<file path="src/hw/rtl/cpsm_pkg.sv">
`timescale 1ns / 1ps
// Package for the capture period speed meter.
// Field widths, register indexes, reset values, status codes and the config struct.
package cpsm_pkg;

    localparam int CAPTURE_W  = 16;
    localparam int SPEED_W    = 32;
    localparam int STATUS_W   = 3;
    localparam int MINP_W     = 16;
    localparam int TPM_W      = 32;
    localparam int PPR_W      = 8;
    localparam int STEP_W     = 32;
    localparam int TMO_W      = 8;
    localparam int CFG_ADDR_W = 3;
    localparam int CFG_DATA_W = 32;

    // register indexes
    localparam logic [CFG_ADDR_W-1:0] REG_MIN_PERIOD       = 3'd0;
    localparam logic [CFG_ADDR_W-1:0] REG_TICKS_PER_MINUTE = 3'd1;
    localparam logic [CFG_ADDR_W-1:0] REG_PULSES_PER_REV   = 3'd2;
    localparam logic [CFG_ADDR_W-1:0] REG_MAX_STEP         = 3'd3;
    localparam logic [CFG_ADDR_W-1:0] REG_TIMEOUT_TICKS    = 3'd4;

    // reset values
    localparam logic [MINP_W-1:0] RST_MIN_PERIOD       = 16'd100;
    localparam logic [TPM_W-1:0]  RST_TICKS_PER_MINUTE = 32'd60000000;
    localparam logic [PPR_W-1:0]  RST_PULSES_PER_REV   = 8'd6;
    localparam logic [STEP_W-1:0] RST_MAX_STEP         = 32'd1000;
    localparam logic [TMO_W-1:0]  RST_TIMEOUT_TICKS    = 8'd10;

    // result status codes
    localparam logic [STATUS_W-1:0] ST_GLITCH  = 3'd0;
    localparam logic [STATUS_W-1:0] ST_UPDATED = 3'd1;
    localparam logic [STATUS_W-1:0] ST_KEPT    = 3'd2;
    localparam logic [STATUS_W-1:0] ST_TICK    = 3'd3;
    localparam logic [STATUS_W-1:0] ST_TIMEOUT = 3'd4;

    // item kind
    localparam logic CMD_EDGE = 1'b0;
    localparam logic CMD_TICK = 1'b1;

    typedef struct packed {
        logic [MINP_W-1:0] min_period;
        logic [TPM_W-1:0]  ticks_per_minute;
        logic [PPR_W-1:0]  pulses_per_rev;
        logic [STEP_W-1:0] max_step;
        logic [TMO_W-1:0]  timeout_ticks;
    } cfg_t;

endpackage

</file>
<file path="src/hw/rtl/cpsm_cfg.sv">
`timescale 1ns / 1ps
// Configuration register file of the speed meter.
// Depends on cpsm_pkg for the register indexes, reset values and cfg_t.
module cpsm_cfg (
    input  logic                            clk,
    input  logic                            rst_n,
    input  logic                            cfg_we,
    input  logic [cpsm_pkg::CFG_ADDR_W-1:0] cfg_addr,
    input  logic [cpsm_pkg::CFG_DATA_W-1:0] cfg_wdata,
    output cpsm_pkg::cfg_t                  cfg
);
    import cpsm_pkg::*;

    cfg_t cfg_reg;
    cfg_t cfg_next;

    always_comb
    begin
        cfg_next = cfg_reg;
        if (cfg_we)
        begin
            unique case (cfg_addr)
                REG_MIN_PERIOD:       cfg_next.min_period       = cfg_wdata[MINP_W-1:0];
                REG_TICKS_PER_MINUTE: cfg_next.ticks_per_minute = cfg_wdata[TPM_W-1:0];
                REG_PULSES_PER_REV:   cfg_next.pulses_per_rev   = cfg_wdata[PPR_W-1:0];
                REG_MAX_STEP:         cfg_next.max_step         = cfg_wdata[STEP_W-1:0];
                REG_TIMEOUT_TICKS:    cfg_next.timeout_ticks    = cfg_wdata[TMO_W-1:0];
                default:              cfg_next = cfg_reg;
            endcase
        end
    end

    always_ff @(posedge clk or negedge rst_n)
    begin
        if (!rst_n)
        begin
            cfg_reg.min_period       <= RST_MIN_PERIOD;
            cfg_reg.ticks_per_minute <= RST_TICKS_PER_MINUTE;
            cfg_reg.pulses_per_rev   <= RST_PULSES_PER_REV;
            cfg_reg.max_step         <= RST_MAX_STEP;
            cfg_reg.timeout_ticks    <= RST_TIMEOUT_TICKS;
        end
        else
        begin
            cfg_reg <= cfg_next;
        end
    end

    assign cfg = cfg_reg;

endmodule

</file>
<file path="src/hw/rtl/cpsm_div.sv">
`timescale 1ns / 1ps
// Restoring serial divider: one quotient bit per cycle.
// Standalone; a zero divisor yields an all-ones quotient.
module cpsm_div #(
    parameter int NUM_W = 32,
    parameter int DEN_W = 25
) (
    input  logic             clk,
    input  logic             rst_n,
    input  logic             start,
    input  logic [NUM_W-1:0] dividend,
    input  logic [DEN_W-1:0] divisor,
    output logic             done,
    output logic [NUM_W-1:0] quotient
);
    localparam int CNT_W = $clog2(NUM_W + 1);

    logic             busy_reg, busy_next;
    logic             done_reg, done_next;
    logic [CNT_W-1:0] cnt_reg, cnt_next;
    logic [NUM_W-1:0] quo_reg, quo_next;
    logic [DEN_W-1:0] rem_reg, rem_next;
    logic [DEN_W-1:0] den_reg, den_next;

    logic [DEN_W:0]   trial;
    logic [DEN_W:0]   trial_sub;
    logic             fits;

    // shift the next dividend bit into the partial remainder
    assign trial     = {rem_reg, quo_reg[NUM_W-1]};
    assign trial_sub = trial - {1'b0, den_reg};
    assign fits      = (trial >= {1'b0, den_reg});

    always_comb
    begin
        busy_next = busy_reg;
        done_next = 1'b0;
        cnt_next  = cnt_reg;
        quo_next  = quo_reg;
        rem_next  = rem_reg;
        den_next  = den_reg;
        if (start)
        begin
            busy_next = 1'b1;
            cnt_next  = CNT_W'(NUM_W);
            quo_next  = dividend;
            rem_next  = '0;
            den_next  = divisor;
        end
        else if (busy_reg)
        begin
            rem_next = fits ? trial_sub[DEN_W-1:0] : trial[DEN_W-1:0];
            quo_next = {quo_reg[NUM_W-2:0], fits};
            cnt_next = cnt_reg - 1'b1;
            if (cnt_reg == CNT_W'(1))
            begin
                busy_next = 1'b0;
                done_next = 1'b1;
            end
        end
    end

    always_ff @(posedge clk or negedge rst_n)
    begin
        if (!rst_n)
        begin
            busy_reg <= 1'b0;
            done_reg <= 1'b0;
            cnt_reg  <= '0;
        end
        else
        begin
            busy_reg <= busy_next;
            done_reg <= done_next;
            cnt_reg  <= cnt_next;
        end
    end

    always_ff @(posedge clk)
    begin
        quo_reg <= quo_next;
        rem_reg <= rem_next;
        den_reg <= den_next;
    end

    assign done     = done_reg;
    assign quotient = quo_reg;

`ifndef SYNTH
    a_start_busy: assert property (@(posedge clk) disable iff (!rst_n)
        start |=> busy_reg)
        else $error("divider not busy after start");
    a_done_idle: assert property (@(posedge clk) disable iff (!rst_n)
        done_reg |-> !busy_reg)
        else $error("divider done while busy");
    a_last_step: assert property (@(posedge clk) disable iff (!rst_n)
        (busy_reg && !start && cnt_reg == CNT_W'(1)) |=> done_reg)
        else $error("divider missed done after last step");
`endif

endmodule

</file>
<file path="src/hw/rtl/capture_period_speed_meter.sv">
`timescale 1ns / 1ps
// Top level of the capture period speed meter.
// Depends on cpsm_pkg, cpsm_cfg and cpsm_div.

// Each beat in gives one beat out. A tick, or an edge rejected as a glitch,
// is evaluated in S_EVAL and then written to the result register; an
// accepted edge goes on through S_MUL, S_DSTART, S_DWAIT and S_STEP, mostly
// in the 32 divider steps that give rev/min. The input is ready only while
// the sequencer is idle; a finished result waits in the output register, so
// the next beat can be taken before that result is consumed. Configuration
// writes take effect on the next cycle and should be made while idle.
module capture_period_speed_meter #(
    parameter int TIMER_BITS = 16
) (
    input  logic                            clk,
    input  logic                            rst_n,
    // input beat
    input  logic                            s_axis_tvalid,
    output logic                            s_axis_tready,
    input  logic [15:0]                     s_axis_tdata,  // [15:0] capture_value
    input  logic [0:0]                      s_axis_tuser,  // [0] cmd
    // result beat
    output logic                            m_axis_tvalid,
    input  logic                            m_axis_tready,
    output logic [31:0]                     m_axis_tdata,  // [31:0] speed
    output logic [2:0]                      m_axis_tuser,  // [2:0] status
    // configuration
    input  logic                            cfg_we,
    input  logic [cpsm_pkg::CFG_ADDR_W-1:0] cfg_addr,
    input  logic [cpsm_pkg::CFG_DATA_W-1:0] cfg_wdata
);
    import cpsm_pkg::*;

    localparam int PW = TIMER_BITS + 1;           // period width
    localparam int CW = (PW > MINP_W) ? PW : MINP_W;
    localparam int DW = PW + PPR_W;               // divisor width
    localparam logic [PW-1:0] TIMER_MAX = {1'b0, {TIMER_BITS{1'b1}}};

    localparam logic [2:0] S_IDLE   = 3'd0;
    localparam logic [2:0] S_EVAL   = 3'd1;
    localparam logic [2:0] S_MUL    = 3'd2;
    localparam logic [2:0] S_DSTART = 3'd3;
    localparam logic [2:0] S_DWAIT  = 3'd4;
    localparam logic [2:0] S_STEP   = 3'd5;
    localparam logic [2:0] S_WB     = 3'd6;

    cfg_t cfg;

    logic [2:0]            state_reg, state_next;
    logic [TIMER_BITS-1:0] last_capture_reg, last_capture_next;
    logic [SPEED_W-1:0]    held_speed_reg, held_speed_next;
    logic [TMO_W-1:0]      idle_count_reg, idle_count_next;
    logic                  out_valid_reg, out_valid_next;

    logic                  cmd_reg, cmd_next;
    logic [TIMER_BITS-1:0] cap_reg, cap_next;
    logic [PW-1:0]         period_reg, period_next;
    logic [DW-1:0]         den_reg, den_next;
    logic [SPEED_W-1:0]    rel_reg, rel_next;
    logic [SPEED_W-1:0]    res_speed_reg, res_speed_next;
    logic [STATUS_W-1:0]   res_status_reg, res_status_next;
    logic [TMO_W-1:0]      res_idle_reg, res_idle_next;
    logic [TIMER_BITS-1:0] res_last_reg, res_last_next;
    logic [SPEED_W-1:0]    out_speed_reg, out_speed_next;
    logic [STATUS_W-1:0]   out_status_reg, out_status_next;

    logic [PW-1:0]         period;
    logic                  glitch;
    logic [TMO_W-1:0]      idle_inc;
    logic [SPEED_W-1:0]    speed_diff;
    logic                  div_start;
    logic                  div_done;
    logic [SPEED_W-1:0]    div_quo;
    logic                  in_fire;
    logic                  out_load;

    cpsm_cfg u_cfg (
        .clk       (clk),
        .rst_n     (rst_n),
        .cfg_we    (cfg_we),
        .cfg_addr  (cfg_addr),
        .cfg_wdata (cfg_wdata),
        .cfg       (cfg)
    );

    cpsm_div #(
        .NUM_W (SPEED_W),
        .DEN_W (DW)
    ) u_div (
        .clk      (clk),
        .rst_n    (rst_n),
        .start    (div_start),
        .dividend (cfg.ticks_per_minute),
        .divisor  (den_reg),
        .done     (div_done),
        .quotient (div_quo)
    );

    assign in_fire   = s_axis_tvalid && s_axis_tready;
    assign div_start = (state_reg == S_DSTART);
    assign out_load  = (state_reg == S_WB) && (!out_valid_reg || m_axis_tready);

    // wrap adds TIMER_MAX, so a wrapped period comes out one tick short
    assign period = (cap_reg > last_capture_reg)
                  ? ({1'b0, cap_reg} - {1'b0, last_capture_reg})
                  : ({1'b0, cap_reg} + TIMER_MAX - {1'b0, last_capture_reg});
    assign glitch   = CW'(period) < CW'(cfg.min_period);
    assign idle_inc = idle_count_reg + 1'b1;
    assign speed_diff = (rel_reg > held_speed_reg) ? (rel_reg - held_speed_reg)
                                                   : (held_speed_reg - rel_reg);

    always_comb
    begin
        state_next        = state_reg;
        last_capture_next = last_capture_reg;
        held_speed_next   = held_speed_reg;
        idle_count_next   = idle_count_reg;
        out_valid_next    = out_valid_reg;
        cmd_next          = cmd_reg;
        cap_next          = cap_reg;
        period_next       = period_reg;
        den_next          = den_reg;
        rel_next          = rel_reg;
        res_speed_next    = res_speed_reg;
        res_status_next   = res_status_reg;
        res_idle_next     = res_idle_reg;
        res_last_next     = res_last_reg;
        out_speed_next    = out_speed_reg;
        out_status_next   = out_status_reg;

        if (out_valid_reg && m_axis_tready)
        begin
            out_valid_next = 1'b0;
        end

        unique case (state_reg)
            S_IDLE:
            begin
                if (in_fire)
                begin
                    cmd_next   = s_axis_tuser[0];
                    cap_next   = TIMER_BITS'(s_axis_tdata);
                    state_next = S_EVAL;
                end
            end
            S_EVAL:
            begin
                res_last_next = last_capture_reg;
                if (cmd_reg == CMD_TICK)
                begin
                    if (idle_inc >= cfg.timeout_ticks)
                    begin
                        res_speed_next  = '0;
                        res_idle_next   = '0;
                        res_status_next = ST_TIMEOUT;
                    end
                    else
                    begin
                        res_speed_next  = held_speed_reg;
                        res_idle_next   = idle_inc;
                        res_status_next = ST_TICK;
                    end
                    state_next = S_WB;
                end
                else if (glitch)
                begin
                    res_speed_next  = held_speed_reg;
                    res_idle_next   = idle_count_reg;
                    res_status_next = ST_GLITCH;
                    state_next      = S_WB;
                end
                else
                begin
                    period_next = period;
                    state_next  = S_MUL;
                end
            end
            S_MUL:
            begin
                den_next   = DW'(period_reg) * DW'(cfg.pulses_per_rev);
                state_next = S_DSTART;
            end
            S_DSTART:
            begin
                state_next = S_DWAIT;
            end
            S_DWAIT:
            begin
                if (div_done)
                begin
                    rel_next   = div_quo;
                    state_next = S_STEP;
                end
            end
            S_STEP:
            begin
                res_last_next = cap_reg;
                res_idle_next = '0;
                if ((speed_diff != '0) && (speed_diff < cfg.max_step))
                begin
                    res_speed_next  = rel_reg;
                    res_status_next = ST_UPDATED;
                end
                else
                begin
                    res_speed_next  = held_speed_reg;
                    res_status_next = ST_KEPT;
                end
                state_next = S_WB;
            end
            S_WB:
            begin
                if (out_load)
                begin
                    out_valid_next    = 1'b1;
                    out_speed_next    = res_speed_reg;
                    out_status_next   = res_status_reg;
                    held_speed_next   = res_speed_reg;
                    idle_count_next   = res_idle_reg;
                    last_capture_next = res_last_reg;
                    state_next        = S_IDLE;
                end
            end
            default:
            begin
                state_next = S_IDLE;
            end
        endcase
    end

    always_ff @(posedge clk or negedge rst_n)
    begin
        if (!rst_n)
        begin
            state_reg        <= S_IDLE;
            last_capture_reg <= '0;
            held_speed_reg   <= '0;
            idle_count_reg   <= '0;
            out_valid_reg    <= 1'b0;
        end
        else
        begin
            state_reg        <= state_next;
            last_capture_reg <= last_capture_next;
            held_speed_reg   <= held_speed_next;
            idle_count_reg   <= idle_count_next;
            out_valid_reg    <= out_valid_next;
        end
    end

    always_ff @(posedge clk)
    begin
        cmd_reg        <= cmd_next;
        cap_reg        <= cap_next;
        period_reg     <= period_next;
        den_reg        <= den_next;
        rel_reg        <= rel_next;
        res_speed_reg  <= res_speed_next;
        res_status_reg <= res_status_next;
        res_idle_reg   <= res_idle_next;
        res_last_reg   <= res_last_next;
        out_speed_reg  <= out_speed_next;
        out_status_reg <= out_status_next;
    end

    assign s_axis_tready = (state_reg == S_IDLE);
    assign m_axis_tvalid = out_valid_reg;
    assign m_axis_tdata  = out_speed_reg;
    assign m_axis_tuser  = out_status_reg;

`ifndef SYNTH
    a_accept_eval: assert property (@(posedge clk) disable iff (!rst_n)
        in_fire |=> (state_reg == S_EVAL))
        else $error("accepted beat not evaluated");
    a_div_result: assert property (@(posedge clk) disable iff (!rst_n)
        (state_reg == S_DWAIT && div_done) |=> (state_reg == S_STEP))
        else $error("divider result not taken");
    a_status_range: assert property (@(posedge clk) disable iff (!rst_n)
        m_axis_tvalid |-> (m_axis_tuser <= ST_TIMEOUT))
        else $error("status code out of range");
    a_timeout_zero: assert property (@(posedge clk) disable iff (!rst_n)
        (m_axis_tvalid && m_axis_tuser == ST_TIMEOUT) |-> (m_axis_tdata == '0))
        else $error("timeout result with nonzero speed");
    a_commit_on_load: assert property (@(posedge clk) disable iff (!rst_n)
        out_load |=> (held_speed_reg == m_axis_tdata) && m_axis_tvalid)
        else $error("held speed differs from delivered speed");
`endif

endmodule
</file>
<file path="config.mk">
export PLATFORM = sky130hd
export DESIGN_NAME = capture_period_speed_meter
export DESIGN_NICKNAME = d
export VERILOG_FILES = /design/src/hw/rtl/cpsm_pkg.sv /design/src/hw/rtl/cpsm_cfg.sv /design/src/hw/rtl/cpsm_div.sv /design/src/hw/rtl/capture_period_speed_meter.sv
export SDC_FILE = /design/constraint.sdc
export NUM_CORES = 1
export LEC_CHECK = 0
export BUFFER_PORTS_ARGS = -buffer_cell sky130_fd_sc_hd__buf_4
export CAP_MARGIN = 20
export CORE_UTILIZATION = 38
export CTS_BUF_LIST = sky130_fd_sc_hd__clkbuf_16
export DETAILED_ROUTE_END_ITERATION = 6
export PLACE_DENSITY_LB_ADDON = 0.25
export SYNTH_ARGS = -nofsm -noshare
export SYNTH_HDL_FRONTEND = slang
export SYNTH_SLANG_ARGS = --single-unit
</file>
<file path="constraint.sdc">
create_clock -name clk -period 6.4 [get_ports clk]
set_input_delay 0 -clock clk [delete_from_list [all_inputs] [get_ports clk]]
set_output_delay 0 -clock clk [all_outputs]
set_load 0.1 [all_outputs]
</file>
# After elaboration in Yosys (flattened, before gate mapping)

Index checks and enable logic that the tools add are counted.

Add/subtract/negate cells: 8
Multiply operators: 1
Order comparisons: 6
Equality and inequality tests: 15
Multiplexer cells: 37
Bitwise gates (word level): 2
Reduce and logical (&&, ||, !) cells: 22

Operators with widths:

| cell                   | count |
|---|---|
| $mux 32                | 7 |
| $pmux 32 s2            | 1 |
| $sub 32x32->32         | 2 |
| $gt 32x32->1           | 1 |
| $lt 32x32->1           | 1 |
| $pmux 16 s2            | 1 |
| $reduce_bool 32->1     | 1 |
| $ge 26x25->1           | 1 |
| $mul 17x8->25          | 1 |
| $mux 25                | 1 |
| $sub 25x25->25         | 1 |
| $mux 3                 | 8 |
| $mux 8                 | 3 |
| $pmux 3 s7             | 1 |
| $reduce_and 2->1       | 9 |
| $add 16x16->17 const B | 1 |
| $lt 17x16->1           | 1 |
| $mux 17                | 1 |
| $sub 16x16->17         | 1 |
| $sub 17x16->17         | 1 |
| $gt 16x16->1           | 1 |
| $pmux 8 s2             | 1 |
| $eq 3x2->1 const B     | 4 |
| $eq 3x3->1 const B     | 4 |
| other kinds (19)       | 37 |

Register bits: 431
Word-level logic and storage cells: 118

# Longest topological paths before layout

Gate-level depths: netlist (run 1).

Depth after elaboration: 7
Gate-level depth with buffers: 29
Depth with buffers taken out: 26

# Modules after synthesis

A second synthesis (run 1) with hierarchy kept.

Cells, all modules: 2608
Area total of the unflattened synthesis: 27557.7 um^2

Modules (own cells, without submodules):

| module                     | instances | cells each | area an instance (um^2) | seq. area each (um^2) |
|---|---|---|---|---|
| capture_period_speed_meter | 1         | 1957       | 19054.5                 | 7056.8 |
| cpsm_div                   | 1         | 444        | 4853.4                  | 2412.3 |
| cpsm_cfg                   | 1         | 207        | 3649.8                  | 2431.1 |

# Worst setup path after synthesis (run 1)

OpenSTA, ideal clock, no wires.

Path kind: register to register
From: reg cap_reg[11]
To: reg res_idle_reg[0] (enable)
Library setup time: 0.458 ns
Data arrival time: 6.394 ns
Data required time: 5.942 ns
Path slack: -0.452 ns
Cell stages (with the launch flop): 21
Path buffers: 1
Cell sequence: edfxtp_1 -> ha_1 -> clkbuf_1 -> nand4_1 -> nor2_1 -> nand3_1 -> nor3b_1 -> a21oi_1 -> nand2_1 -> mux2i_1 -> o21bai_1 -> a21oi_1 -> nor3_1 -> a2111oi_0 -> a21oi_1 -> xor2_1 -> ha_1 -> a21o_1 -> a2111oi_0 -> a21oi_1 -> a21oi_1

Longest elaborated chain between the ends: 6

RTL lines:

| element                               | RTL line                          | source |
|---|---|---|
| start: declaration                    | capture_period_speed_meter.sv:56  | `logic [TIMER_BITS-1:0] cap_reg, cap_next;` |
| start signal: assignment              | capture_period_speed_meter.sv:254 | `cap_reg <= cap_next;` |
| $add 16x16->17                        | capture_period_speed_meter.sv:106 | `: ({1'b0, cap_reg} + TIMER_MAX - {1'b0, last_capture_reg});` |
| $sub 17x16->17                        | capture_period_speed_meter.sv:106 |  |
| $mux 17 (*)                           | capture_period_speed_meter.sv:105 | `? ({1'b0, cap_reg} - {1'b0, last_capture_reg})` |
| via period[14]                        | capture_period_speed_meter.sv:67  | `logic [PW-1:0] period;` |
| $lt 17x16->1 (*)                      | capture_period_speed_meter.sv:107 | `assign glitch = CW'(period) < CW'(cfg.min_period);` |
| $ne 3x3->1 (no source line) (*)       | -                                 |  |
| $reduce_and 2->1 (no source line) (*) | -                                 |  |
| end signal: assignment                | capture_period_speed_meter.sv:260 | `res_idle_reg <= res_idle_next;` |
| end: declaration                      | capture_period_speed_meter.sv:62  | `logic [TMO_W-1:0] res_idle_reg, res_idle_next;` |

The timed path passes the listed nets; every way through them passes the cells marked *.
A chain may end at the register's enable or synchronous reset.

# Final worst setup path (run 1)

From: reg held_speed_reg[6]
To: reg res_speed_reg[22] (data pin)

Longest elaborated chain between the ends: 6

RTL lines:

| element                                                   | RTL line                          | source |
|---|---|---|
| start: declaration                                        | capture_period_speed_meter.sv:51  | `logic [SPEED_W-1:0] held_speed_reg, held_speed_next;` |
| start signal: assignment                                  | capture_period_speed_meter.sv:245 | `held_speed_reg <= held_speed_next;` |
| $sub 32x32->32 (tied with other cells)                    | capture_period_speed_meter.sv:110 | `: (held_speed_reg - rel_reg);` |
| $mux 32 (*)                                               | capture_period_speed_meter.sv:109 | `assign speed_diff = (rel_reg > held_speed_reg) ? (rel_reg - held_speed_reg)` |
| $lt 32x32->1 / $reduce_bool 32->1 (equally long branches) | capture_period_speed_meter.sv:199 | `if ((speed_diff != '0) && (speed_diff < cfg.max_step))` |
| $logic_and 1x1->1 (*)                                     | capture_period_speed_meter.sv:199 |  |
| $mux 32 (*)                                               | capture_period_speed_meter.sv:199 |  |
| $pmux 32 s2 (*)                                           | capture_period_speed_meter.sv:136 | `unique case (state_reg)` |
| via res_speed_next[22]                                    | capture_period_speed_meter.sv:60  | `logic [SPEED_W-1:0] res_speed_reg, res_speed_next;` |
| end signal: assignment                                    | capture_period_speed_meter.sv:258 | `res_speed_reg <= res_speed_next;` |
| end: declaration                                          | capture_period_speed_meter.sv:60  |  |

Marked as above.

==> results of run 1 <==
-- cell families (layout without fill, tap and decap cells) --
family / count (synthesis) / in the layout / synth area share
AO/OA/AOI/OAI: 516 / 516 / 0.120
XOR/XNOR: 89 / 89 / 0.0289
adder cells (fa/ha/maj): 302 / 302 / 0.166
buffers and inverters: 391 / 568 / 0.0577
flip-flops: 431 / 431 / 0.441
multiplexers: 145 / 145 / 0.0577
other: 0 / 2 / 0
AND/OR/NAND/NOR: 746 / 746 / 0.128
-- routing by layer --
layer | wire length (um) | global-route usage | part of all wire | vias up
li1 | - | - | - | 9287
met1 | 30100 | 0.248 | 0.44 | 9560
met2 | 33300 | 0.339 | 0.49 | 370
met3 | 2530 | 0.0235 | 0.037 | 89
met4 | 1700 | 0.0559 | 0.025 | 0
met5 | 0 | 0 | 0 | -
-- final cells by class --
class	instances	area (um2)
inverter	289	1080
clock inverter	42	390
antenna	2	5.00
tap	940	1180
clock buffer	50	1250
multi-input combinational	1798	13600
fill	6711	39100
sequential	431	11900
timing repair buffer	187	1620
-- cells in the final DEF (no fill, tap or decap), types with 8 or more instances in the layout --
master,netlist,final
ha_1,207,207
clkinv_1,1,10
mux2_2,83,83
fa_1,95,95
a21oi_1,126,124
o21ai_0,179,179
buf_4,3,116
edfxtp_1,242,242
o21bai_1,8,8
dfrtp_1,141,141
nand2b_1,25,25
xnor2_1,52,52
nor2b_1,22,22
clkinv_2,0,11
nand3_1,32,30
mux2i_1,61,61
and4_1,10,10
inv_1,288,297
xor2_1,37,37
o21a_1,15,15
nor3_1,21,21
nand2_1,377,377
a31oi_1,14,14
and2_1,68,68
nand4_1,28,28
a21boi_0,12,12
a21o_1,61,61
a211oi_1,23,23
dfxtp_1,25,25
and3_1,11,11
nor4_1,10,8
dfstp_2,23,23
nor2_1,106,104
dlygate4sd3_1,0,67
clkbuf_16,0,50
-- worst min path at each step --
stage | start | to | slack [ns]
after floorplan | rst_n | held_speed_reg[0] | -0.30
after global placement | rst_n | last_capture_reg[6] | 0.006
after detailed placement | rst_n | m_axis_tvalid | 0.01
after CTS | s_axis_tdata[6] | cap_reg[6] | 0.08
after global routing | s_axis_tdata[8] | cap_reg[8] | 0.11
final | s_axis_tdata[6] | cap_reg[6] | 0.10
-- cells in the mapped netlist, types with 8 or more instances --
master and n:
nand4_1 28, and4_1 10, o21a_1 15, a211oi_1 23, dfrtp_1 141, dfxtp_1 25, dfstp_2 23, o21bai_1 8
a31oi_1 14, nor4_1 10, nor3_1 21, a21o_1 61, nand3_1 32, inv_1 288, ha_1 207, and3_1 11
edfxtp_1 242, mux2_2 83, nor2_1 106, and2_1 68, nor2b_1 22, o21ai_0 179, a21boi_0 12, mux2i_1 61
buf_2 17, clkbuf_1 65, nand2_1 377, xor2_1 37, buf_1 8, nand2b_1 25, xnor2_1 52, fa_1 95
a21oi_1 126
-- what timing repair did --
action,in CTS,in global routing
hold endpoints to repair,159,0
hold buffers,68,0
setup endpoints to repair,0,61
resized for setup,0,2
-- worst register-to-register path, cell delays in order (launching register included) --
cell and delay (ns):
dfrtp_1 0.38, inv_1 0.07, ha_1 0.43, a21o_1 0.25
a221o_1 0.34, nor4_1 0.40, o31a_1 0.29, a211oi_1 0.15
or2_2 0.33, a31o_2 0.26, a21oi_1 0.16, nor2_1 0.06
o31a_1 0.25, xor2_1 0.40, ha_1 0.34, a21oi_1 0.15
nor2b_1 0.06, o21ai_0 0.16, nand2b_1 0.08, a21oi_1 0.17
o2111ai_1 0.13, a41oi_1 0.31, o41ai_4 0.14, buf_4 0.27
mux2i_1 0.17
-- power breakdown --
part | internal, mW | switching (mW) | total [mW]
registers | 4.44 | 0.569 | 5.01
logic | 4.27 | 6.23 | 10.5
clock network | 1.70 | 1.18 | 2.89
total | 10.4 | 7.99 | 18.4
==> results.md, run 1 <==
* Status: complete, no violations
* DIE WIDTH at 268 um
* DP Area at 28600 um2
* Clock buffer count from CTS at 49
* Vias per cell at 5.16
* CP Cell Sequence: inv_1, ha_1, a21o_1, a221o_1, nor4_1, o31a_1, a211oi_1, or2_2, a31o_2, a21oi_1, nor2_1, o31a_1, xor2_1, ha_1, a21oi_1, nor2b_1, o21ai_0, nand2b_1, a21oi_1, o2111ai_1, a41oi_1, o41ai_4, buf_4, mux2i_1
* Clock slew at reported path FFs at 0.06 ns
* Clock sinks at 431
* Max Transition Viols Final at 0
* DP HPWL at 48400 um
* Routed WL at 67700 um
* Area Overhead vs Synth at 14.9%
* R2R depth at 24
* Dpl ws at 0.415 ns
* Num ports at 94
* Count of state elements after synthesis at 431
* Synth top area cells: edfxtp_1 (27%), dfrtp_1 (13%), ha_1 (9.6%), fa_1 (7.0%), nand2_1 (5.2%)
* Clock skew at 0.0336 ns
* CTS root buffer: clkbuf_16
* Share of cells above drive strength 1 at 0.121
* Placed cell count at 3577
* Worst hold path type: in -> reg
* Worst path most repeated cell: a21oi_1
* Initial core utilization at 0.385
* Gate Count Post-Synth at 2620
* Drt wl/cell at 18.1 um
* Pwr Density at 593 nW/um2
* Largest net degree at the start of global routing at 136
* Hold-critical path depth at 2
* # nets final at 3115
* Worst IR Drop VDD at 0.000494 V
* Reg2reg end: res_speed_reg[22]
* Final hold slack at 0.104 ns
* CP endpoint kind: flip-flop
* Design Area, Final at 31000 um2
* Max Clock Freq at 166 MHz
* Crit path from: held_speed_reg[6]
* Worst-path fanout max at 18
* Number of global-route vias before repair at 20279
* Post-synth top flop: edfxtp_1
* Final WS setup at 0.370 ns
* PortBufs at 93
* Critical Path RT at 6.71 ns
* Largest area contributor in the netlist: edfxtp_1
* EDFF count, synth at 242
* Worst path max stage delay at 0.43 ns
* RePlAce Congestion at 0.868
* Max clock buf depth at 3
* Kind of critical path: reg -> reg
* Row cnt at 97
* DRT Pass-1 Iters at 5
* Core region area at 70100 um2
* RSZ-0062 raised after global routing: false
* Initial antenna violation count at 1
* Delay-heaviest family, CP: compound AO/OA/AOI/OAI gates
* Critical path depth at 24
* Sum Neg Setup Slack at 0 ns
* Die Ht at 268 um
* Design Power at 18.4 mW
* CP bufs+invs at 2
* Max-cap violations at 0
* Syn Area/Cell at 10.3 um2
* Period utilization at 0.942
* Max FFs per register at 96
* Worst R2R Setup Slack at 0.37 ns
* Slowest CP cell: ha_1
* Minimum clock period at 6.03 ns
* Worst skew pair latency at 0.61 ns
* Post-Synthesis Net Count at 2979
* TritonCTS clock tree: built
* First-pass GRT wire length at 110000 um
* Worst EP arrival at 6.34 ns
* Total gr overflow at 0
* H-Tree Depth at 2
* Leak pwr at 13.8 nW
* Library cells used by synthesis at 86
* Synth warn at 0
* Slew headroom at 0.327
* Initial drt markers at 1102
* Sequential-to-total area share from yosys stat at 0.441
* Final ANT Viol Nets at 0
* Setup violators final at 0
* Via count at 19306
* Startpoint of the worst register-to-register path: held_speed_reg[6]
* Gr usage total at 0.193
* Final core occ at 0.442
* Async SR Flop Fraction at 0.381
* Post-CTS setup buffers at 0
* Actual slew at the worst max-slew pin at 0.984 ns
* Type of origin of the critical path: flip-flop
* Die area at 72100 um2
* Synth top area share at 0.269
* DRC Markers at 0
* Post-Syn Area at 27000 um2
* Hold Vio Cnt, Final at 0
* Cell Count, Final, Fillers Out at 3739
* Worst Setup EP: res_speed_reg[22]
No activity file was read; power rests on OpenSTA's default activity.
==> inputs of run 2 (changes only) <==
--- a/config.mk
+++ b/config.mk
@@ -11,6 +11,7 @@
 export CTS_BUF_LIST = sky130_fd_sc_hd__clkbuf_16
 export DETAILED_ROUTE_END_ITERATION = 6
 export PLACE_DENSITY_LB_ADDON = 0.25
+export RECOVER_POWER = 100
 export SYNTH_ARGS = -nofsm -noshare
 export SYNTH_HDL_FRONTEND = slang
 export SYNTH_SLANG_ARGS = --single-unit
==> results.md, run 2 (synthesis results as in run 1) <==
* Max Transition Viols Final at 682 (+682)
* Share of cells above drive strength 1 at 0.0980 (-0.0229)
* Status: complete, but fails checks
* Failing checks: max-capacitance violations, max-slew violations
* Dpl ws at 0.415 ns (unchanged)
* PortBufs at 93 (unchanged)
* H-Tree Depth at 2 (unchanged)
* Die area at 72100 um2 (unchanged)
* Initial drt markers at 1161 (+5.4%)
* Critical Path RT at 6.76 ns (+0.05 ns)
* Worst-path fanout max at 18 (unchanged)
* Switching component of the power at 7.98 mW (-0.10%)
* Core region area at 70100 um2 (unchanged)
* Most frequent cells in the layout: nand2_1 (377), inv_1 (298), edfxtp_1 (242), ha_1 (207), o21ai_0 (179)
* Max Clock Freq at 167 MHz (+0.83%)
* Final hold slack at 0.120 ns (+0.0153 ns)
* Final ANT Viol Nets at 0 (unchanged)
* ANT cells at 0 (-2)
* Pwr Density at 598 nW/um2 (+0.75%)
* Placed cell count at 3577 (unchanged)
* RePlAce Congestion at 0.868 (unchanged)
* Routed WL at 67900 um (+0.30%)
* Max clock buf depth at 3 (unchanged)
* DRC Markers at 0 (unchanged)
* Drt wl/cell at 18.2 um (+0.35%)
* DIE WIDTH at 268 um (unchanged)
* Final core occ at 0.438 (-0.00421)
* Leak pwr at 13.6 nW (-1.7%)
* RSZ-0062 raised after global routing: false
* Worst IR Drop VDD at 0.000495 V (+0.11%)
* Sw frac at 0.435 (+0.000465)
* Gr usage total at 0.193 (unchanged)
* Minimum clock period at 5.98 ns (-0.0498 ns)
* Clock buffer count from CTS at 49 (unchanged)
* DRT Pass-1 Iters at 5 (unchanged)
* Initial core utilization at 0.385 (unchanged)
* Die Ht at 268 um (unchanged)
* Worst skew pair latency at 0.60 ns (about the same)
* Slew headroom at -1.71 (-2.04)
* Sum Neg Setup Slack at 0 ns (unchanged)
* Worst R2R Setup Slack at 0.42 ns (+0.05 ns)
* # nets final at 3115 (unchanged)
* First-pass GRT wire length at 110000 um (unchanged)
* Hold Vio Cnt, Final at 0 (unchanged)
* Actual slew at the worst max-slew pin at 4.07 ns (+3.08 ns)
* Area Overhead vs Synth at 13.8%
* Max FFs per register at 96 (unchanged)
* Clock skew at 0.0239 ns (-0.00973 ns)
* Worst EP arrival at 6.34 ns (about the same)
* Worst hold path type: in -> reg
* Type of origin of the critical path: flip-flop
* Num ports at 94 (unchanged)
* Largest net degree at the start of global routing at 136 (unchanged)
* Initial antenna violation count at 1 (unchanged)
* CP endpoint kind: flip-flop
* Clock power frac at 0.157 (about the same)
* DP Area at 28600 um2 (unchanged)
* Max-cap violations at 14 (+14)
* Commonest non-fill, non-tap cell in the layout: nand2_1
* Design Area, Final at 30700 um2 (-0.95%)
* Period utilization at 0.934 (-0.00778)
* Via count at 19269 (-0.19%)
* Clock sinks at 431 (unchanged)
* CTS root buffer: clkbuf_16
* Cell Count, Final, Fillers Out at 3737 (-0.053%)
* TritonCTS clock tree: built
* Setup violators final at 0 (unchanged)
* Total gr overflow at 0 (unchanged)
* DP HPWL at 48400 um (unchanged)
* Final WS setup at 0.420 ns (+0.0498 ns)
* Vias per cell at 5.16 (-0.14%)
* Clock slew at reported path FFs at 0.06 ns (about the same)
* Post-CTS setup buffers at 0 (unchanged)
* Row cnt at 97 (unchanged)
* Int Power at 10.4 mW (-0.29%)
* Comb pwr share at 0.569 (-0.002)
* Design Power at 18.4 mW (-0.21%)
* Number of global-route vias before repair at 20279 (unchanged)
* Kind of critical path: reg -> reg
* Sequential Power Share at 0.273 (about the same)
-- run 2: cell count changes in the layout (fill, tap and decap cells not counted), moves of 3 or more --
cell	change
and2_0	+9
and2_1	-9
clkbuf_2	+3
clkbuf_4	+16
buf_4	-70
clkbuf_1	+54
-- run 2: what timing repair did --
| action | 4_1_cts | 5_1_grt |
|---|---|---|
| endpoints found under the setup margin | 0 | 61 |
| hold endpoints to repair | 159 | 0 |
| hold buffers | 68 | 0 |
| resized for setup | 0 | 2 |
-- run 2: worst max-delay path: stages (launching register included) --
cell	delay (ns)
dfstp_2	0.72
and2_1	0.21
fa_1	0.16
inv_1	0.05
fa_1	0.52
inv_1	0.04
ha_1	0.27
inv_1	0.05
fa_1	0.52
inv_1	0.04
ha_1	0.32
nor2b_1	0.14
o21ai_0	0.21
a21boi_0	0.16
o21ai_0	0.23
a21oi_1	0.13
o21a_1	0.22
o31a_1	0.28
nor4_1	0.33
o31ai_1	0.18
or4_1	0.46
a31o_2	0.25
a21oi_1	0.17
xnor2_1	0.08
-- run 2: layer usage --
layer  up-vias  GRT usage  wire, um
met5         -          0         0
met3        96     0.0235      2350
li1       9281          -         -
met2       372      0.339     33300
met1      9520      0.248     30500
met4         0     0.0559      1690
-- run 2: power by group through the flow --
stage          combinational (mW)  sequential (mW)  clock (mW)
2_1_floorplan                7.72             5.13           0
5_1_grt                      11.9             5.13        3.08
3_5_place_dp                 10.5             5.06           0
6_report                     10.5             5.02        2.89
4_1_cts                      10.7             5.01        2.97
3_3_place_gp                 10.3             5.02           0
-- run 2: area by class of cell --
type | count | area (um2)
Clock inverter | 42 | 390
Inverter | 289 | 1080
Clock buffer | 50 | 1250
Sequential cell | 431 | 11900
Fill cell | 6772 | 39400
Tap cell | 940 | 1180
Timing Repair Buffer | 187 | 1370
Multi-Input combinational cell | 1798 | 13500
-- run 2: path summary, 6_finish.rpt --
kind                                from                 to  cells past startpoint
hold reg to reg               den_reg[3]   u_div.den_reg[3]                      0
max in group asynchronous          rst_n  held_speed_reg[1]                      4
setup / recovery           u_cfg.cfg[42]        den_reg[23]                     23
min in group asynchronous          rst_n      u_cfg.cfg[42]                      3
hold / removal               cfg_addr[2]      u_cfg.cfg[46]                      5
setup reg to reg           u_cfg.cfg[42]        den_reg[23]                     23
==> inputs of run 3 (changes only) <==
--- a/config.mk
+++ b/config.mk
@@ -11,7 +11,7 @@
 export CTS_BUF_LIST = sky130_fd_sc_hd__clkbuf_16
 export DETAILED_ROUTE_END_ITERATION = 6
 export PLACE_DENSITY_LB_ADDON = 0.25
-export RECOVER_POWER = 100
 export SYNTH_ARGS = -nofsm -noshare
 export SYNTH_HDL_FRONTEND = slang
+export SYNTH_HIERARCHICAL = 1
 export SYNTH_SLANG_ARGS = --single-unit
==> constraint.sdc (replaced) <==
create_clock -name clk -period 6.7 [get_ports clk]
set_input_delay 0 -clock clk [delete_from_list [all_inputs] [get_ports clk]]
set_output_delay 0 -clock clk [all_outputs]
set_load 0.1 [all_outputs]
==> results.md, run 3 <==
* Critical Path RT at 7.02 ns (+0.26 ns)
* Slew headroom at 0.417 (+2.13)
* DRC Markers at 0 (unchanged)
* CP endpoint kind: flip-flop
* Kind of critical path: reg -> reg
* Count leader, synth: inv_1
* Period utilization at 0.929 (-0.00565)
* Gate Count Post-Synth at 2608 (-0.46%)
* Max Clock Freq at 161 MHz (-3.9%)
* Die area at 73600 um2 (+2.1%)
* Hold-critical path depth at 4 (-1)
* Synth warn at 6 (+6)
* Row cnt at 98 (+1.0%)
* RSZ-0062 raised after global routing: false
* Commonest non-fill, non-tap cell in the layout: inv_1
* ANT cells at 0 (unchanged)
* Initial drt markers at 1227 (+5.7%)
* Number of global-route vias before repair at 19775 (-2.5%)
* Routed WL at 69500 um (+2.4%)
* Initial antenna violation count at 3 (+2)
* Startpoint of the worst hold path: cfg_we
* Post-Syn Area at 27600 um2 (+2.1%)
* Type of origin of the critical path: flip-flop
* Synth Area in Adders at 0.163 (-0.00349)
* Worst hold path type: in -> reg
* Core region area at 71600 um2 (+2.1%)
* Reg2reg end: res_speed_reg[2]
* Num ports at 94 (unchanged)
* Library cells used by synthesis at 88 (+2.3%)
* Max clock buf depth at 3 (unchanged)
* Post-Synthesis Net Count at 2967 (-0.40%)
* Largest area contributor in the netlist: edfxtp_1
* Startpoint of the worst register-to-register path: held_speed_reg[26]
* Slowest CP cell: a22o_2
* Sum Neg Setup Slack at 0 ns (unchanged)
* Top routing layer in use: met4
* Drt wl/cell at 18.6 um (+2.4%)
* Actual slew at the worst max-slew pin at 0.875 ns (-3.19 ns)
* Sequential-to-total area share from yosys stat at 0.432 (-0.00925)
* H-Tree Depth at 2 (unchanged)
* Largest family of logic cells by synthesized area: adder cells
* Mux cell area share after synthesis at 0.0764 (+0.0187)
* Final ANT Viol Nets at 0 (unchanged)
* Gr usage total at 0.189 (-0.00386)
* Worst R2R Setup Slack at 0.48 ns (+0.06 ns)
* Worst EP arrival at 6.54 ns (+0.20 ns)
* R2R depth at 19 (-17%)
* Total gr overflow at 0 (unchanged)
* Post-synthesis compound-gate area fraction at 0.127 (+0.00730)
* Vias per cell at 5.18 (+0.48%)
* CP bufs+invs at 2 (-2)
* DRT Pass-1 Iters at 5 (unchanged)
* Worst Hold Path EP: u_cfg/cfg[4]
* Max-cap violations at 0 (-14)
* DP HPWL at 52100 um (+7.7%)
* Clock slew at reported path FFs at 0.06 ns (about the same)
* Syn Area/Cell at 10.6 um2 (+2.6%)
* CTS root buffer: clkbuf_16
* Max FFs per register at 96 (unchanged)
* Post-CTS setup buffers at 0 (unchanged)
* Area Overhead vs Synth at 13.9%
* Clock sinks at 431 (unchanged)
* Post-synth top flop: edfxtp_1
* Count of state elements after synthesis at 431 (unchanged)
* Initial core utilization at 0.385 (about the same)
* RePlAce Congestion at 0.893 (+2.9%)
* Synth cell count leaders: inv_1 (298), nand2_1 (274), edfxtp_1 (242)
* Most frequent cells in the layout: inv_1 (305), nand2_1 (274), edfxtp_1 (242), ha_1 (207), o21ai_0 (154)
* TritonCTS clock tree: built
* Worst skew pair latency at 0.62 ns (+0.02 ns)
* Simple-Gate Fraction of Synth Area at 0.116 (-0.0128)
* Routed wl met3 at 3220 um (+37%)
* Worst-path fanout max at 34 (+16)
* Max Transition Viols Final at 0 (-100%)
* CP Cell Sequence: inv_1, ha_1, nand2_1, nor3_1, a211oi_1, a21oi_2, a22o_2, mux2_2, xnor2_1, ha_1, and3_1, a221o_1, a221o_1, a211oi_1, o311ai_0, a41oi_1, o41ai_4, buf_4, mux2i_1
* Delay-heaviest family, CP: compound AO/OA/AOI/OAI gates
* EDFF count, synth at 242 (unchanged)
* Setup violators final at 0 (unchanged)
* PortBufs at 93 (unchanged)
* Share of cells above drive strength 1 at 0.138 (+0.0396)
* Largest net degree at the start of global routing at 65 (-52%)
* Post-CTS resize count at 0 (unchanged)
* Clock skew at 0.0483 ns (+0.0244 ns)
* Synth top area share at 0.264 (-0.00565)
* Met2 routed WL at 30900 um (-7.3%)
* Via count at 19346 (+0.40%)
* Worst path max stage delay at 0.76 ns (+0.04 ns)
* Die Ht at 271 um (+1.1%)
* First-pass GRT wire length at 111000 um (+1.0%)
* # nets final at 3102 (-0.42%)
* Status: complete, no violations
* Hold Vio Cnt, Final at 0 (unchanged)
* Clock buffer count from CTS at 49 (unchanged)
* Async SR Flop Fraction at 0.381 (unchanged)
* Xor and xnor area share after synthesis at 0.0270 (-0.00188)
* DIE WIDTH at 271 um (+1.1%)
* DRT met1 WL at 33500 um (+10%)
* Synth top area cells: edfxtp_1 (26%), dfrtp_1 (13%), ha_1 (9.4%), fa_1 (6.9%), mux2_2 (5.2%)
* Minimum clock period at 6.22 ns (+0.242 ns)
-- run 3: cells by family after synthesis --
kind of cell,Yosys count
mux,194
fa+ha+maj,302
xor+xnor,85
flops,431
simple gates,660
compound gates,546
buf+inv,390
-- run 3: metrics by stage --
| stage | utilization | hold WS, ns | cell area, um2 | std cells | setup WS [ns] |
|---|---|---|---|---|---|
| floorplan | - | -0.296 | 27600 | 2608 | 0.521 |
| global placement | 0.407 | 0.0508 | 29200 | 3584 | 0.756 |
| detailed placement | 0.407 | 0.0528 | 29200 | 3584 | 0.588 |
| CTS | 0.438 | 0.0287 | 31400 | 3734 | 0.524 |
| global route | 0.438 | 0.0632 | 31400 | 3734 | 0.145 |
| finish | 0.438 | 0.0758 | 31400 | 3734 | 0.477 |
-- run 3: what timing repair did --
action,in CTS,in global routing
endpoints found under the hold margin,176,0
endpoints found under the setup margin,0,0
hold buffers,58,0
-- run 3: per-layer routing --
| metal | GRT usage | up-vias |
|---|---|---|
| met2 | 0.296 | 452 |
| met1 | 0.269 | 9431 |
| met3 | 0.0288 | 99 |
| li1 | - | 9364 |
| met5 | 0 | - |
| met4 | 0.0553 | 0 |
-- run 3: worst max-delay path by stage --
| stage | cells past startpoint | slack, ns | startpoint | to |
|---|---|---|---|---|
| after floorplan | 21 | 0.52 | cap_reg[10] | res_idle_reg[0] |
| after global placement | 19 | 0.76 | held_speed_reg[26] | res_speed_reg[5] |
| after detailed placement | 19 | 0.59 | held_speed_reg[26] | res_speed_reg[13] |
| after CTS | 19 | 0.52 | held_speed_reg[26] | res_speed_reg[3] |
| after global routing | 19 | 0.14 | held_speed_reg[26] | res_speed_reg[5] |
| final | 19 | 0.48 | held_speed_reg[26] | res_speed_reg[2] |
-- run 3: worst reg2reg max path: stages (launching register included) --
cell and delay, ns:
dfrtp_1 0.37, inv_1 0.06, ha_1 0.47, nand2_1 0.23, nor3_1 0.30, a211oi_1 0.17
a21oi_2 0.26, a22o_2 0.76, mux2_2 0.43, xnor2_1 0.24, ha_1 0.30, and3_1 0.19
a221o_1 0.30, a221o_1 0.35, a211oi_1 0.23, o311ai_0 0.16, a41oi_1 0.33, o41ai_4 0.13
buf_4 0.35, mux2i_1 0.26
-- run 3: final cells by class --
| cell class | instances | area, um2 |
|---|---|---|
| inverter | 300 | 1130 |
| timing repair buffer | 174 | 1490 |
| clock buffer | 50 | 1250 |
| fill | 6854 | 40200 |
| multi-input combinational | 1787 | 14100 |
| sequential | 431 | 11900 |
| tap | 950 | 1190 |
| clock inverter | 42 | 372 |
Power of run 3 is left out: the tool's default activity adds up to more than one toggle a clock period on the data nets, which glitch-free logic cannot reach.
